**config.mk**
```make
export PLATFORM = sky130hd
export DESIGN_NAME = bmp_rle_stream_decoder_top
export DESIGN_NICKNAME = d
export VERILOG_FILES = /design/src/rtl/brle_pkg.sv /design/src/rtl/bmp_rle_stream_decoder_top.sv
export VERILOG_INCLUDE_DIRS = /design/src /design/src/rtl
export SDC_FILE = /design/constraint.sdc
export NUM_CORES = 1
export LEC_CHECK = 0
export BUFFER_PORTS_ARGS = -buffer_cell sky130_fd_sc_hd__buf_4
export CAP_MARGIN = 20
export CORE_MARGIN = 1.5
export CORE_UTILIZATION = 61
export DETAILED_ROUTE_END_ITERATION = 16
export PLACE_DENSITY = 0.81
export SETUP_SLACK_MARGIN = 0.15
export SKIP_LAST_GASP = 1
export SLEW_MARGIN = 10
export SYNTH_ARGS = -nofsm -noshare
export SYNTH_HDL_FRONTEND = slang
export SYNTH_SLANG_ARGS = --single-unit
```
**constraint.sdc**
```tcl
create_clock -name clk -period 11.6 [get_ports clk]
set_input_delay 2.32 -clock clk [delete_from_list [all_inputs] [get_ports clk]]
set_output_delay 2.32 -clock clk [all_outputs]
set_load 0.05 [all_outputs]
```
**src/rtl/bmp_rle_stream_decoder_top_assert.svh**
```systemverilog
// ----------------------------------------------------------------------------
// bmp rle stream decoder assertion macros
// concurrent check helpers, empty when SYNTHESIS is defined
// ----------------------------------------------------------------------------
`ifndef BMP_RLE_STREAM_DECODER_TOP_ASSERT_SVH
`define BMP_RLE_STREAM_DECODER_TOP_ASSERT_SVH
`ifndef SYNTHESIS
// same-cycle implication
`define BRLE_ASSERT_IMPL(label, clk, rst_n, ante, cons, msg) \
    label: assert property (@(posedge clk) disable iff (!rst_n) (ante) |-> (cons)) \
        else $error(msg);
// next-cycle implication
`define BRLE_ASSERT_NEXT(label, clk, rst_n, ante, cons, msg) \
    label: assert property (@(posedge clk) disable iff (!rst_n) (ante) |=> (cons)) \
        else $error(msg);
`else
`define BRLE_ASSERT_IMPL(label, clk, rst_n, ante, cons, msg)
`define BRLE_ASSERT_NEXT(label, clk, rst_n, ante, cons, msg)
`endif
`endif

```
**src/rtl/brle_pkg.sv**
```systemverilog
// ----------------------------------------------------------------------------
// brle_pkg
// shared constants, register indexes and types of the bmp rle decoder
// ----------------------------------------------------------------------------
`default_nettype none

package brle_pkg;

    localparam int MAX_DIM    = 4096;
    localparam int DIM_W      = 13;
    localparam int COORD_W    = 12;
    localparam int CFG_IDX_W  = 2;
    localparam int CFG_DATA_W = 13;

    localparam logic [DIM_W-1:0] MAX_DIM_V = DIM_W'(MAX_DIM);
    localparam logic [3:0]       NIB_MASK  = 4'hF;

    // configuration register indexes
    localparam logic [CFG_IDX_W-1:0] CFG_RLE_MODE     = 2'd0;
    localparam logic [CFG_IDX_W-1:0] CFG_IMAGE_WIDTH  = 2'd1;
    localparam logic [CFG_IDX_W-1:0] CFG_IMAGE_HEIGHT = 2'd2;

    typedef struct packed {
        logic [COORD_W-1:0] row;
        logic [COORD_W-1:0] column;
        logic [7:0]         span_length;
        logic [7:0]         first_value;
        logic [3:0]         second_value;
        logic               alternate;
        logic               image_done;
    } span_t;

    // zero acts as one, anything above the maximum acts as the maximum
    function automatic logic [DIM_W-1:0] eff_dim(input logic [CFG_DATA_W-1:0] v);
        logic [DIM_W-1:0] r;
        begin
            if (v == '0)
            begin
                r = DIM_W'(1);
            end
            else if (v > MAX_DIM_V)
            begin
                r = MAX_DIM_V;
            end
            else
            begin
                r = v;
            end
            return r;
        end
    endfunction

endpackage

`default_nettype wire

```
**src/rtl/bmp_rle_stream_decoder_top.sv**
```systemverilog
// ----------------------------------------------------------------------------
// bmp_rle_stream_decoder_top
// rle8 / rle4 bitmap stream decoder producing clipped pixel spans
// ----------------------------------------------------------------------------
// The decoder takes one coded byte per cycle on the input channel, sustained
// while no span request waits on a stalled output channel, and gives at most
// one span request per byte on the output channel. A byte passes through an
// input register, one stage of decode logic that updates the column, row and
// escape phase, and a result register. The per-byte rate is set by the update
// of the position registers, which each byte reads and writes once. Bytes that
// write no visible pixel (count bytes, escapes, pad bytes, fully clipped spans)
// leave the pipe without a result and do not wait for the
// output side. A span gives row, first column, pixel count after
// clipping to image_width, a value and, in 4-bit mode, a second nibble with
// alternate set. End-of-bitmap, or a row move reaching image_height, gives a
// single end marker (all fields zero, image_done set); later bytes are
// dropped until one arrives with frame_start set. Configuration registers
// (index 0 rle_mode, 1 image_width, 2 image_height) are written on the cfg
// channel, which is always ready; write them only while the decoder is idle.
// ----------------------------------------------------------------------------
`default_nettype none

module bmp_rle_stream_decoder_top
(
    input  wire                              clk,
    input  wire                              rst_n,
    // coded byte channel
    input  wire                              in_valid,
    output logic                             in_ready,
    input  wire  [7:0]                       code_byte,
    input  wire                              frame_start,
    // span channel
    output logic                             out_valid,
    input  wire                              out_ready,
    output logic [brle_pkg::COORD_W-1:0]     row,
    output logic [brle_pkg::COORD_W-1:0]     column,
    output logic [7:0]                       span_length,
    output logic [7:0]                       first_value,
    output logic [3:0]                       second_value,
    output logic                             alternate,
    output logic                             image_done,
    // configuration write channel
    input  wire                              cfg_valid,
    output logic                             cfg_ready,
    input  wire  [brle_pkg::CFG_IDX_W-1:0]   cfg_index,
    input  wire  [brle_pkg::CFG_DATA_W-1:0]  cfg_data
);

    import brle_pkg::*;

`include "bmp_rle_stream_decoder_top_assert.svh"

    // decode phase codes
    localparam logic [2:0] PH_COUNT = 3'd0;
    localparam logic [2:0] PH_VALUE = 3'd1;
    localparam logic [2:0] PH_DX    = 3'd2;
    localparam logic [2:0] PH_DY    = 3'd3;
    localparam logic [2:0] PH_ABS   = 3'd4;
    localparam logic [2:0] PH_PAD   = 3'd5;

    // configuration
    logic                  rle_mode_reg;
    logic [CFG_DATA_W-1:0] image_width_reg;
    logic [CFG_DATA_W-1:0] image_height_reg;

    // input stage
    logic                  in_valid_reg;
    logic [7:0]            in_byte_reg;
    logic                  in_fs_reg;

    // decode state
    logic [2:0]            phase_reg,         phase_next;
    logic [7:0]            count_hold_reg,    count_hold_next;
    logic [7:0]            delta_x_hold_reg,  delta_x_hold_next;
    logic [7:0]            absolute_left_reg, absolute_left_next;
    logic                  pad_pending_reg,   pad_pending_next;
    logic [DIM_W-1:0]      pos_x_reg,         pos_x_next;
    logic [DIM_W-1:0]      pos_y_reg,         pos_y_next;
    logic                  finished_reg,      finished_next;

    // result stage
    logic                  out_valid_reg;
    span_t                 result_reg;
    span_t                 result_next;
    logic                  has_result;
    logic                  advance;

    // decode temporaries
    logic [DIM_W-1:0]      w;
    logic [DIM_W-1:0]      h;
    logic                  four;
    logic [2:0]            cur_phase;
    logic [7:0]            cur_count;
    logic [7:0]            cur_dx;
    logic [7:0]            cur_left;
    logic                  cur_pad;
    logic [DIM_W-1:0]      cur_x;
    logic [DIM_W-1:0]      cur_y;
    logic                  cur_fin;
    logic                  do_span;
    logic [7:0]            span_npix;
    logic [7:0]            span_v1;
    logic [3:0]            span_v2;
    logic                  span_alt;
    logic                  do_end;
    logic [DIM_W-1:0]      room;
    logic [7:0]            span_len;
    logic [DIM_W:0]        x_sum;
    logic [DIM_W:0]        y_sum;
    logic [8:0]            abs_plus;
    logic [7:0]            abs_npix;

    // ------------------------------------------------------------------------
    // configuration port, never stalls
    // ------------------------------------------------------------------------
    assign cfg_ready = 1'b1;

    always_ff @(posedge clk or negedge rst_n)
    begin
        if (!rst_n)
        begin
            rle_mode_reg     <= 1'b0;
            image_width_reg  <= CFG_DATA_W'(MAX_DIM);
            image_height_reg <= CFG_DATA_W'(MAX_DIM);
        end
        else if (cfg_valid && cfg_ready)
        begin
            case (cfg_index)
                CFG_RLE_MODE:     rle_mode_reg     <= cfg_data[0];
                CFG_IMAGE_WIDTH:  image_width_reg  <= cfg_data;
                CFG_IMAGE_HEIGHT: image_height_reg <= cfg_data;
                default:          ;
            endcase
        end
    end

    // ------------------------------------------------------------------------
    // handshake: a byte with no result never waits on the output side
    // ------------------------------------------------------------------------
    assign advance  = in_valid_reg && (!out_valid_reg || out_ready || !has_result);
    assign in_ready = !in_valid_reg || advance;

    always_ff @(posedge clk or negedge rst_n)
    begin
        if (!rst_n)
        begin
            in_valid_reg <= 1'b0;
        end
        else if (in_ready)
        begin
            in_valid_reg <= in_valid;
        end
    end

    always_ff @(posedge clk)
    begin
        if (in_ready && in_valid)
        begin
            in_byte_reg <= code_byte;
            in_fs_reg   <= frame_start;
        end
    end

    // ------------------------------------------------------------------------
    // decode logic for the byte in the input register
    // ------------------------------------------------------------------------
    always_comb
    begin
        w    = eff_dim(image_width_reg);
        h    = eff_dim(image_height_reg);
        four = rle_mode_reg;

        // frame start clears the frame state ahead of this byte
        if (in_fs_reg)
        begin
            cur_phase = PH_COUNT;
            cur_count = '0;
            cur_dx    = '0;
            cur_left  = '0;
            cur_pad   = 1'b0;
            cur_x     = '0;
            cur_y     = '0;
            cur_fin   = 1'b0;
        end
        else
        begin
            cur_phase = phase_reg;
            cur_count = count_hold_reg;
            cur_dx    = delta_x_hold_reg;
            cur_left  = absolute_left_reg;
            cur_pad   = pad_pending_reg;
            cur_x     = pos_x_reg;
            cur_y     = pos_y_reg;
            cur_fin   = finished_reg;
        end

        phase_next         = cur_phase;
        count_hold_next    = cur_count;
        delta_x_hold_next  = cur_dx;
        absolute_left_next = cur_left;
        pad_pending_next   = cur_pad;
        pos_x_next         = cur_x;
        pos_y_next         = cur_y;
        finished_next      = cur_fin;

        do_span   = 1'b0;
        span_npix = '0;
        span_v1   = '0;
        span_v2   = '0;
        span_alt  = 1'b0;
        do_end    = 1'b0;
        x_sum     = '0;
        y_sum     = '0;
        abs_plus  = {1'b0, in_byte_reg} + 9'd1;
        abs_npix  = (cur_left < 8'd2) ? cur_left : 8'd2;

        if (!cur_fin)
        begin
            // width may have shrunk since the last byte
            if (cur_x > w)
            begin
                cur_x      = w;
                pos_x_next = w;
            end

            case (cur_phase)
                PH_COUNT:
                begin
                    count_hold_next = in_byte_reg;
                    phase_next      = PH_VALUE;
                end
                PH_VALUE:
                begin
                    phase_next = PH_COUNT;
                    if (cur_count != '0)
                    begin
                        // encoded run
                        do_span   = 1'b1;
                        span_npix = cur_count;
                        if (four)
                        begin
                            span_v1  = {4'd0, in_byte_reg[7:4]};
                            span_v2  = in_byte_reg[3:0] & NIB_MASK;
                            span_alt = 1'b1;
                        end
                        else
                        begin
                            span_v1 = in_byte_reg;
                        end
                    end
                    else if (in_byte_reg == 8'd0)
                    begin
                        // end of line
                        pos_x_next = '0;
                        y_sum      = {1'b0, cur_y} + (DIM_W+1)'(1);
                        if (y_sum >= {1'b0, h})
                        begin
                            pos_y_next = h;
                            do_end     = 1'b1;
                        end
                        else
                        begin
                            pos_y_next = y_sum[DIM_W-1:0];
                        end
                    end
                    else if (in_byte_reg == 8'd1)
                    begin
                        // end of bitmap
                        do_end = 1'b1;
                    end
                    else if (in_byte_reg == 8'd2)
                    begin
                        phase_next = PH_DX;
                    end
                    else
                    begin
                        // absolute run, pad fixed by the mode at its start
                        absolute_left_next = in_byte_reg;
                        pad_pending_next   = four ? abs_plus[1] : in_byte_reg[0];
                        phase_next         = PH_ABS;
                    end
                end
                PH_DX:
                begin
                    delta_x_hold_next = in_byte_reg;
                    phase_next        = PH_DY;
                end
                PH_DY:
                begin
                    phase_next = PH_COUNT;
                    x_sum      = {1'b0, cur_x} + (DIM_W+1)'(cur_dx);
                    pos_x_next = (x_sum > {1'b0, w}) ? w : x_sum[DIM_W-1:0];
                    y_sum      = {1'b0, cur_y} + (DIM_W+1)'(in_byte_reg);
                    if (y_sum >= {1'b0, h})
                    begin
                        pos_y_next = h;
                        do_end     = 1'b1;
                    end
                    else
                    begin
                        pos_y_next = y_sum[DIM_W-1:0];
                    end
                end
                PH_ABS:
                begin
                    do_span = 1'b1;
                    if (four)
                    begin
                        span_npix = abs_npix;
                        span_v1   = {4'd0, in_byte_reg[7:4]};
                        span_v2   = in_byte_reg[3:0] & NIB_MASK;
                        span_alt  = 1'b1;
                    end
                    else
                    begin
                        span_npix = 8'd1;
                        span_v1   = in_byte_reg;
                    end
                    absolute_left_next = cur_left - span_npix;
                    if (absolute_left_next == '0)
                    begin
                        phase_next = cur_pad ? PH_PAD : PH_COUNT;
                    end
                end
                PH_PAD:
                begin
                    pad_pending_next = 1'b0;
                    phase_next       = PH_COUNT;
                end
                default:
                begin
                    phase_next = PH_COUNT;
                end
            endcase
        end

        // span clipping against the row width
        room     = w - cur_x;
        span_len = ({5'd0, span_npix} < room) ? span_npix : room[7:0];
        if (do_span)
        begin
            x_sum      = {1'b0, cur_x} + (DIM_W+1)'(span_npix);
            pos_x_next = (x_sum > {1'b0, w}) ? w : x_sum[DIM_W-1:0];
        end

        result_next = '0;
        has_result  = 1'b0;
        if (do_end)
        begin
            finished_next          = 1'b1;
            phase_next             = PH_COUNT;
            result_next.image_done = 1'b1;
            has_result             = 1'b1;
        end
        else if (do_span && (span_len != '0))
        begin
            result_next.row          = cur_y[COORD_W-1:0];
            result_next.column       = cur_x[COORD_W-1:0];
            result_next.span_length  = span_len;
            result_next.first_value  = span_v1;
            result_next.second_value = span_v2;
            result_next.alternate    = span_alt;
            has_result               = 1'b1;
        end
    end

    // ------------------------------------------------------------------------
    // state registers
    // ------------------------------------------------------------------------
    always_ff @(posedge clk or negedge rst_n)
    begin
        if (!rst_n)
        begin
            phase_reg         <= PH_COUNT;
            count_hold_reg    <= '0;
            delta_x_hold_reg  <= '0;
            absolute_left_reg <= '0;
            pad_pending_reg   <= 1'b0;
            pos_x_reg         <= '0;
            pos_y_reg         <= '0;
            finished_reg      <= 1'b0;
        end
        else if (advance)
        begin
            phase_reg         <= phase_next;
            count_hold_reg    <= count_hold_next;
            delta_x_hold_reg  <= delta_x_hold_next;
            absolute_left_reg <= absolute_left_next;
            pad_pending_reg   <= pad_pending_next;
            pos_x_reg         <= pos_x_next;
            pos_y_reg         <= pos_y_next;
            finished_reg      <= finished_next;
        end
    end

    // ------------------------------------------------------------------------
    // result register
    // ------------------------------------------------------------------------
    always_ff @(posedge clk or negedge rst_n)
    begin
        if (!rst_n)
        begin
            out_valid_reg <= 1'b0;
        end
        else if (advance && has_result)
        begin
            out_valid_reg <= 1'b1;
        end
        else if (out_ready)
        begin
            out_valid_reg <= 1'b0;
        end
    end

    always_ff @(posedge clk)
    begin
        if (advance && has_result)
        begin
            result_reg <= result_next;
        end
    end

    assign out_valid    = out_valid_reg;
    assign row          = result_reg.row;
    assign column       = result_reg.column;
    assign span_length  = result_reg.span_length;
    assign first_value  = result_reg.first_value;
    assign second_value = result_reg.second_value;
    assign alternate    = result_reg.alternate;
    assign image_done   = result_reg.image_done;

    // ------------------------------------------------------------------------
    // assertions
    // ------------------------------------------------------------------------
    `BRLE_ASSERT_IMPL(a_span_nonempty, clk, rst_n,
        out_valid_reg && !result_reg.image_done, result_reg.span_length != '0,
        "pixel span request with zero length")
    `BRLE_ASSERT_IMPL(a_phase_legal, clk, rst_n,
        1'b1, phase_reg <= PH_PAD,
        "decode phase out of range")
    `BRLE_ASSERT_IMPL(a_pos_bounded, clk, rst_n,
        1'b1, (pos_x_reg <= MAX_DIM_V) && (pos_y_reg <= MAX_DIM_V),
        "position beyond the largest image")
    `BRLE_ASSERT_IMPL(a_pad_in_abs, clk, rst_n,
        pad_pending_reg, (phase_reg == PH_ABS) || (phase_reg == PH_PAD),
        "pad pending outside an absolute run")

endmodule

`default_nettype wire

```
==> impl_metrics.yaml, run 1 <==
floorplanning:
  rows: 50
  ios: 78
  die_x_um: 143
  fp.dieArea_sq_um: 20300
  core_sq_um: 18900
  initial_utilization_pct: 62.9
  die_h_um: 143
placed_design:
  io_buffers: 76
  place_congestion: 0.980
  place_area_sq_um: 12700
  placement.setup.worst_slack_ns: 1.45
  dp_hpwl_um: 27500
synthesis:
  synthesis.area_sq_um: 11900
  synth_top_area_share_pct: 17.3
  avgSynthCellArea_sq_um: 9.19
  yosysMostFrequentCell: "ha_1"
  synth_warnings: 0
  synth-async-reset-ratio_pct: 60.4
  ys_seq_elements: 139
  ys.flop_type: "dfrtp_1"
  yosysSeqAreaShare_pct: 31.6
  synth_edf_count: 55
  yosys-top-cells-area: "dfrtp_1, edfxtp_1, ha_1"
  yosysUniqueCellTypes: 95
  syn_inst: 1294
  yosysTopAreaCell: "dfrtp_1"
  synthTopCellsByCount: "ha_1, nand2_1, nor2_1"
critical_path:
  arrival_ns: 8.52
  crit_fanout: 13
  criticalPathCategory: "register to output port"
  slowest_delay_ns: 0.68
  r2r_cells: 29
  crit_path_end_kind: "output port"
  worstSetupStartpointType: "register"
  cp.required_ns: 9.28
  slowest_stage: "nor4_1"
clock_network:
  cts_tree: "done"
  clock-sinks: 139
  cts.clk_slew.worst_paths_ns: 0.07
  cts_resized: 0
  post-cts-setup-buffers: 0
  cts_buffers: 17
  cts_root_buffer: "clkbuf_16"
  clk_latency_ns: 0.45
  holdBufCountCts: 0
  clk_path_buf_depth: 2
  h-tree-depth: 4
global_route:
  grt_overflow_total: 0
  grt_pass1_vias: 10534
  busiest_layer: "met2"
  grt_use_total_pct: 36.7
  grt_first_pass_wirelength_um: 57100
  use_met2_pct: 58.2
  antenna_found_initial: 0
  globalRouteMet1Util_pct: 47.9
  use_met3_pct: 6.84
  grt_max_degree: 73
cells_and_area:
  stdcell_area_sq_um: 13400
  area_delta_synth_final_pct: 12.6
  diodes: 0
  final_nets: 1519
  drive_gt1_share_pct: 16.4
detailed_routing:
  wirelength_um: 36200
  first_iter_violations: 915
  drcViolationCount: 0
  vias: 10633
  wire_per_inst_um: 22.1
  drt-pass1-iter-count: 6
  routed_via_density: 6.48
  drt.antenna.violating_nets: 0
sta:
  rsz0062_at_grt: "false"
  report.final.slew_viol_count: 0
  min_period_ns: 10.84
  final_hold_viol_count: 0
  finalClockSkew_ns: 0.0166
  setup_slack_ns: 0.756
  max_slew_margin_pct: 30.5
  worst_slew_pin_slew_ns: 1.04
  finalSetupViolations: 0
  max_freq_mhz: 92.2
  fin_crit_sh_pct: 93.5
  tns_ns: 0
hold_path:
  hold_class: "register to register"
  holdPathStages: 1
power_and_ir_drop:
  irDropWorstVdd_mv: 0.137
  p_per_area_nw_per_um2: 248
  leakagePower_nw: 5.97
run:
  drv_cap: 0
status:
  status: "finished, final reports clean"
## through the flow
step	hold WS [ns]	util, %	power (mW)	instances
6_report	0.496	70.9	3.33	1640
2_1_floorplan	0.456	-	2.16	1299
3_5_place_dp	0.483	67.5	2.66	1607
5_1_grt	0.508	70.9	3.50	1640
4_1_cts	0.500	70.9	3.28	1639
3_3_place_gp	0.477	67.4	2.64	1605
## placed cells by master (no fill, tap or decap), drive strengths merged, types with 6 or more instances in the layout
cell type / instances
xnor2: 43
ha: 118
nand2: 106
dfrtp: 82
clkbuf: 17
a22o: 14
and3: 16
a211oi: 9
nor4: 14
edfxtp: 55
mux2: 59
buf: 98
o221ai: 6
and2: 7
nor2b: 51
a221oi: 7
nand3: 34
mux2i: 33
xor2: 11
o2bb2ai: 12
nand4: 12
a21oi: 91
nor3: 24
o21bai: 6
o22ai: 6
nor2: 107
o211ai: 11
o21ai: 67
conb: 6
a22oi: 15
nand2b: 19
a31oi: 9
a21boi: 10
a21o: 19
o31ai: 9
o21a: 9
inv: 87
## cell type report
type,count,area (sq um)
inverters,79,297
repair buffers,98,737
clock inverters,15,211
multi-input cells,1032,7640
fillers,1487,5500
clock buffers,17,425
flip-flops and latches,139,3760
well taps,260,325
## worst paths after layout
path | start | end | slack [ns]
max in group asynchronous | rst_n | count_hold_reg[2]$_DFFE_PN0P_ | 8.69
hold reg to reg | delta_x_hold_reg[0]$_DFFE_PN0P_ | delta_x_hold_reg[0]$_DFFE_PN0P_ | 0.50
min in group asynchronous | rst_n | image_height_reg[10]$_DFFE_PN0P_ | 1.70
hold / removal | delta_x_hold_reg[0]$_DFFE_PN0P_ | delta_x_hold_reg[0]$_DFFE_PN0P_ | 0.50
setup reg to reg | image_width_reg[12]$_DFFE_PN1P_ | column[3]$_SDFFCE_PP0P_ | 2.28
setup / recovery | image_width_reg[12]$_DFFE_PN1P_ | in_ready | 0.76
## worst max-delay path, delay by kind of cell (launching register included)
family	cells	cell delay, ns
flip-flops	1	0.44
AND/OR/NAND/NOR	11	2.78
AO/OA/AOI/OAI	9	2.16
buffers and inverters	4	0.93
multiplexers	1	0.33
XOR/XNOR	1	0.28
adder cells (fa/ha/maj)	3	1.16
## metal layers
layer  routed length (um)  vias up  share of wire [%]
met5                    0        -                  0
met4                 1530        0                4.2
met3                 3100      103                8.6
met2                16800      561                 46
met1                14800     5056                 41
li1                     -     4913                  -
## power by group
part | switching (mW) | leakage [nW] | internal (mW)
Clock | 0.259 | 0.310 | 0.350
Combinational | 1.24 | 4.07 | 0.727
Sequential | 0.0962 | 1.59 | 0.654
Total | 1.59 | 5.97 | 1.73
## kinds of logic (layout without fill, tap and decap cells)
logic type                 Yosys count  count (layout)  share of synthesized area (%)
and+or+nand+nor                    417             417                           17.7
AOI/OAI and AO/OA                  340             340                           20.0
DFF                                139             139                           31.6
buffers and inverters              128             209                           4.48
adders and majority gates          123             123                           13.3
muxes                               92              92                           8.87
xor gates and xnor gates            54              54                           4.04
other                                1               6                         0.0315
(Power assumes the default switching activity.)
==> inputs of run 2 (changes only) <==
==> constraint.sdc (replaced) <==
create_clock -name clk -period 11.11 [get_ports clk]
set_input_delay 2.222 -clock clk [delete_from_list [all_inputs] [get_ports clk]]
set_output_delay 2.222 -clock clk [all_outputs]
set_load 0.05 [all_outputs]
==> run 2 against run 1 <==
Utilization shrank 0.11 points; setup slack lost 0.15 ns; worst hold slack gained 0.0026 ns; clock-buffer cell count grew 1; clock skew shrank 0.0073 ns; combinational power grew 4%; critical path type unchanged; via count grew 1.4%; critical path depth grew 1.
==> impl_metrics.yaml, run 2 (synthesis gave the netlist of run 1 again) <==
placed_design:
  dp_hpwl_um: 26800
  dp_cells: 1609
  placement.setup.worst_slack_ns: 1.03
  io_buffers: 76
  place_congestion: 0.982
clock_network:
  cts_tree: "done"
  h-tree-depth: 4
  holdBufCountCts: 0
  cts_root_buffer: "clkbuf_16"
  clk_latency_ns: 0.43
  clk_path_buf_depth: 2
  cts.clk_slew.worst_paths_ns: 0.07
  cts_buffers: 17
  clock-sinks: 139
floorplanning:
  initial_utilization_pct: 62.9
  core_sq_um: 18900
  rows: 50
  die_h_um: 143
  fp.dieArea_sq_um: 20300
  ios: 78
  die_x_um: 143
sta:
  rsz0062_at_grt: "false"
  max_freq_mhz: 95.2
  tns_ns: 0
  hold_slack_ns: 0.498
  fin_crit_sh_pct: 94.6
  finalClockSkew_ns: 0.00921
  finalSetupViolations: 0
  worst_slew_pin_slew_ns: 1.01
  final_hold_viol_count: 0
  min_period_ns: 10.51
  setup_slack_ns: 0.601
  report.final.slew_viol_count: 0
  max_slew_margin_pct: 32.4
cells_and_area:
  post-route-util_pct: 70.8
  multi_input_comb_area_sq_um: 7650
  diodes: 0
  regArea_sq_um: 3760
  layout.cells.most_common: "ha_1"
  finalNonFillerCells: 1643
  final_nets: 1522
  area_delta_synth_final_pct: 12.5
  n_fill_cell: 1471
  layout_common_cells: "ha_1, nand2_1, nor2_1"
  drive_gt1_share_pct: 16.6
global_route:
  grt_use_total_pct: 36.5
  grt_overflow_total: 0
  grt_max_degree: 50
  grt_first_pass_wirelength_um: 56900
  grt_pass1_vias: 10337
  antenna_found_initial: 0
power_and_ir_drop:
  irDropWorstVdd_mv: 0.136
  p_sw_mw: 1.66
  p_per_area_nw_per_um2: 256
  p_int_mw: 1.76
  pwr-share-seq_pct: 22.9
  pwr-share-comb_pct: 60.1
  p_sw_share_pct: 48.5
  clkPwrFrac_pct: 17.0
  leakagePower_nw: 5.96
critical_path:
  slowest_delay_ns: 0.46
  critPathLaunch: "image_width_reg[12]$_DFFE_PN1P_"
  r2r_setup_slack_ns: 2.01
  critPathCapture: "in_ready"
  r2r-end: "column[8]$_SDFFCE_PP0P_"
  rr_startpoint: "image_width_reg[12]$_DFFE_PN1P_"
  crit_fanout: 13
  cp.required_ns: 8.89
  worstSetupStartpointType: "register"
  criticalPathCategory: "register to output port"
  r2r_cells: 30
  slowest_stage: "a311o_2"
  crit_path_end_kind: "output port"
  arrival_ns: 8.29
detailed_routing:
  drcViolationCount: 0
  wire_per_inst_um: 22.0
  drt.antenna.violating_nets: 0
  first_iter_violations: 1189
  wirelength_um: 36200
  routed_via_density: 6.56
  vias: 10782
  drt-pass1-iter-count: 8
hold_path:
  hold_class: "register to register"
status:
  status: "finished, final reports clean"
run:
  drv_cap: 0
run 2: layout make-up:
cell class | instances | area share [%]
Clock buffer | 18 | 3.21
Clock inverter | 14 | 1.15
Inverter | 79 | 2.22
Multi-Input combinational cell | 1032 | 57.2
Sequential cell | 139 | 28.1
Tap cell | 260 | 2.43
Timing Repair Buffer | 101 | 5.70
run 2: power by group through the flow:
stage	clock, mW	combinational [mW]	sequential, mW
2_1_floorplan	0	1.33	0.918
3_3_place_gp	0	1.97	0.785
3_5_place_dp	0	1.99	0.786
4_1_cts	0.581	2.00	0.778
5_1_grt	0.605	2.21	0.794
6_report	0.582	2.05	0.782
run 2: stage by stage:
stage | power (mW) | area [sq um]
2_1_floorplan | 2.25 | 11900
6_report | 3.42 | 13400
5_1_grt | 3.60 | 13400
4_1_cts | 3.36 | 13300
3_3_place_gp | 2.75 | 12800
3_5_place_dp | 2.78 | 12800
run 2: worst max-delay path: cells and delay by family (launching register included):
kind | cells | cell delay, ns
simple gates | 10 | 2.00
xor+xnor | 1 | 0.27
compound gates | 11 | 2.78
buf+inv | 4 | 0.77
mux | 1 | 0.40
fa+ha+maj | 3 | 1.15
flops | 1 | 0.44
run 2: layer usage:
metal	GRT usage (%)	part of all wire (%)
met2	58.0	45
met3	6.67	8.9
met4	16.4	4.4
met5	0	0
met1	48.7	41
run 2: what timing repair did:
action / CTS / global route
buffers inserted: 0 / 0
endpoints found under the setup margin: 0 / 1
hold endpoints to repair: 0 / 0
resized for setup: 0 / 3
run 2: how the worst min path moves through the flow:
stage                                                 from                                to  cells after the start
after floorplan           absolute_left_reg[0]$_DFFE_PN0P_  absolute_left_reg[0]$_DFFE_PN0P_                      1
final                     absolute_left_reg[0]$_DFFE_PN0P_  absolute_left_reg[0]$_DFFE_PN0P_                      1
after global placement    absolute_left_reg[0]$_DFFE_PN0P_  absolute_left_reg[0]$_DFFE_PN0P_                      1
after detailed placement  absolute_left_reg[0]$_DFFE_PN0P_  absolute_left_reg[0]$_DFFE_PN0P_                      1
after CTS                 absolute_left_reg[0]$_DFFE_PN0P_  absolute_left_reg[0]$_DFFE_PN0P_                      1
after global routing      absolute_left_reg[0]$_DFFE_PN0P_  absolute_left_reg[0]$_DFFE_PN0P_                      1
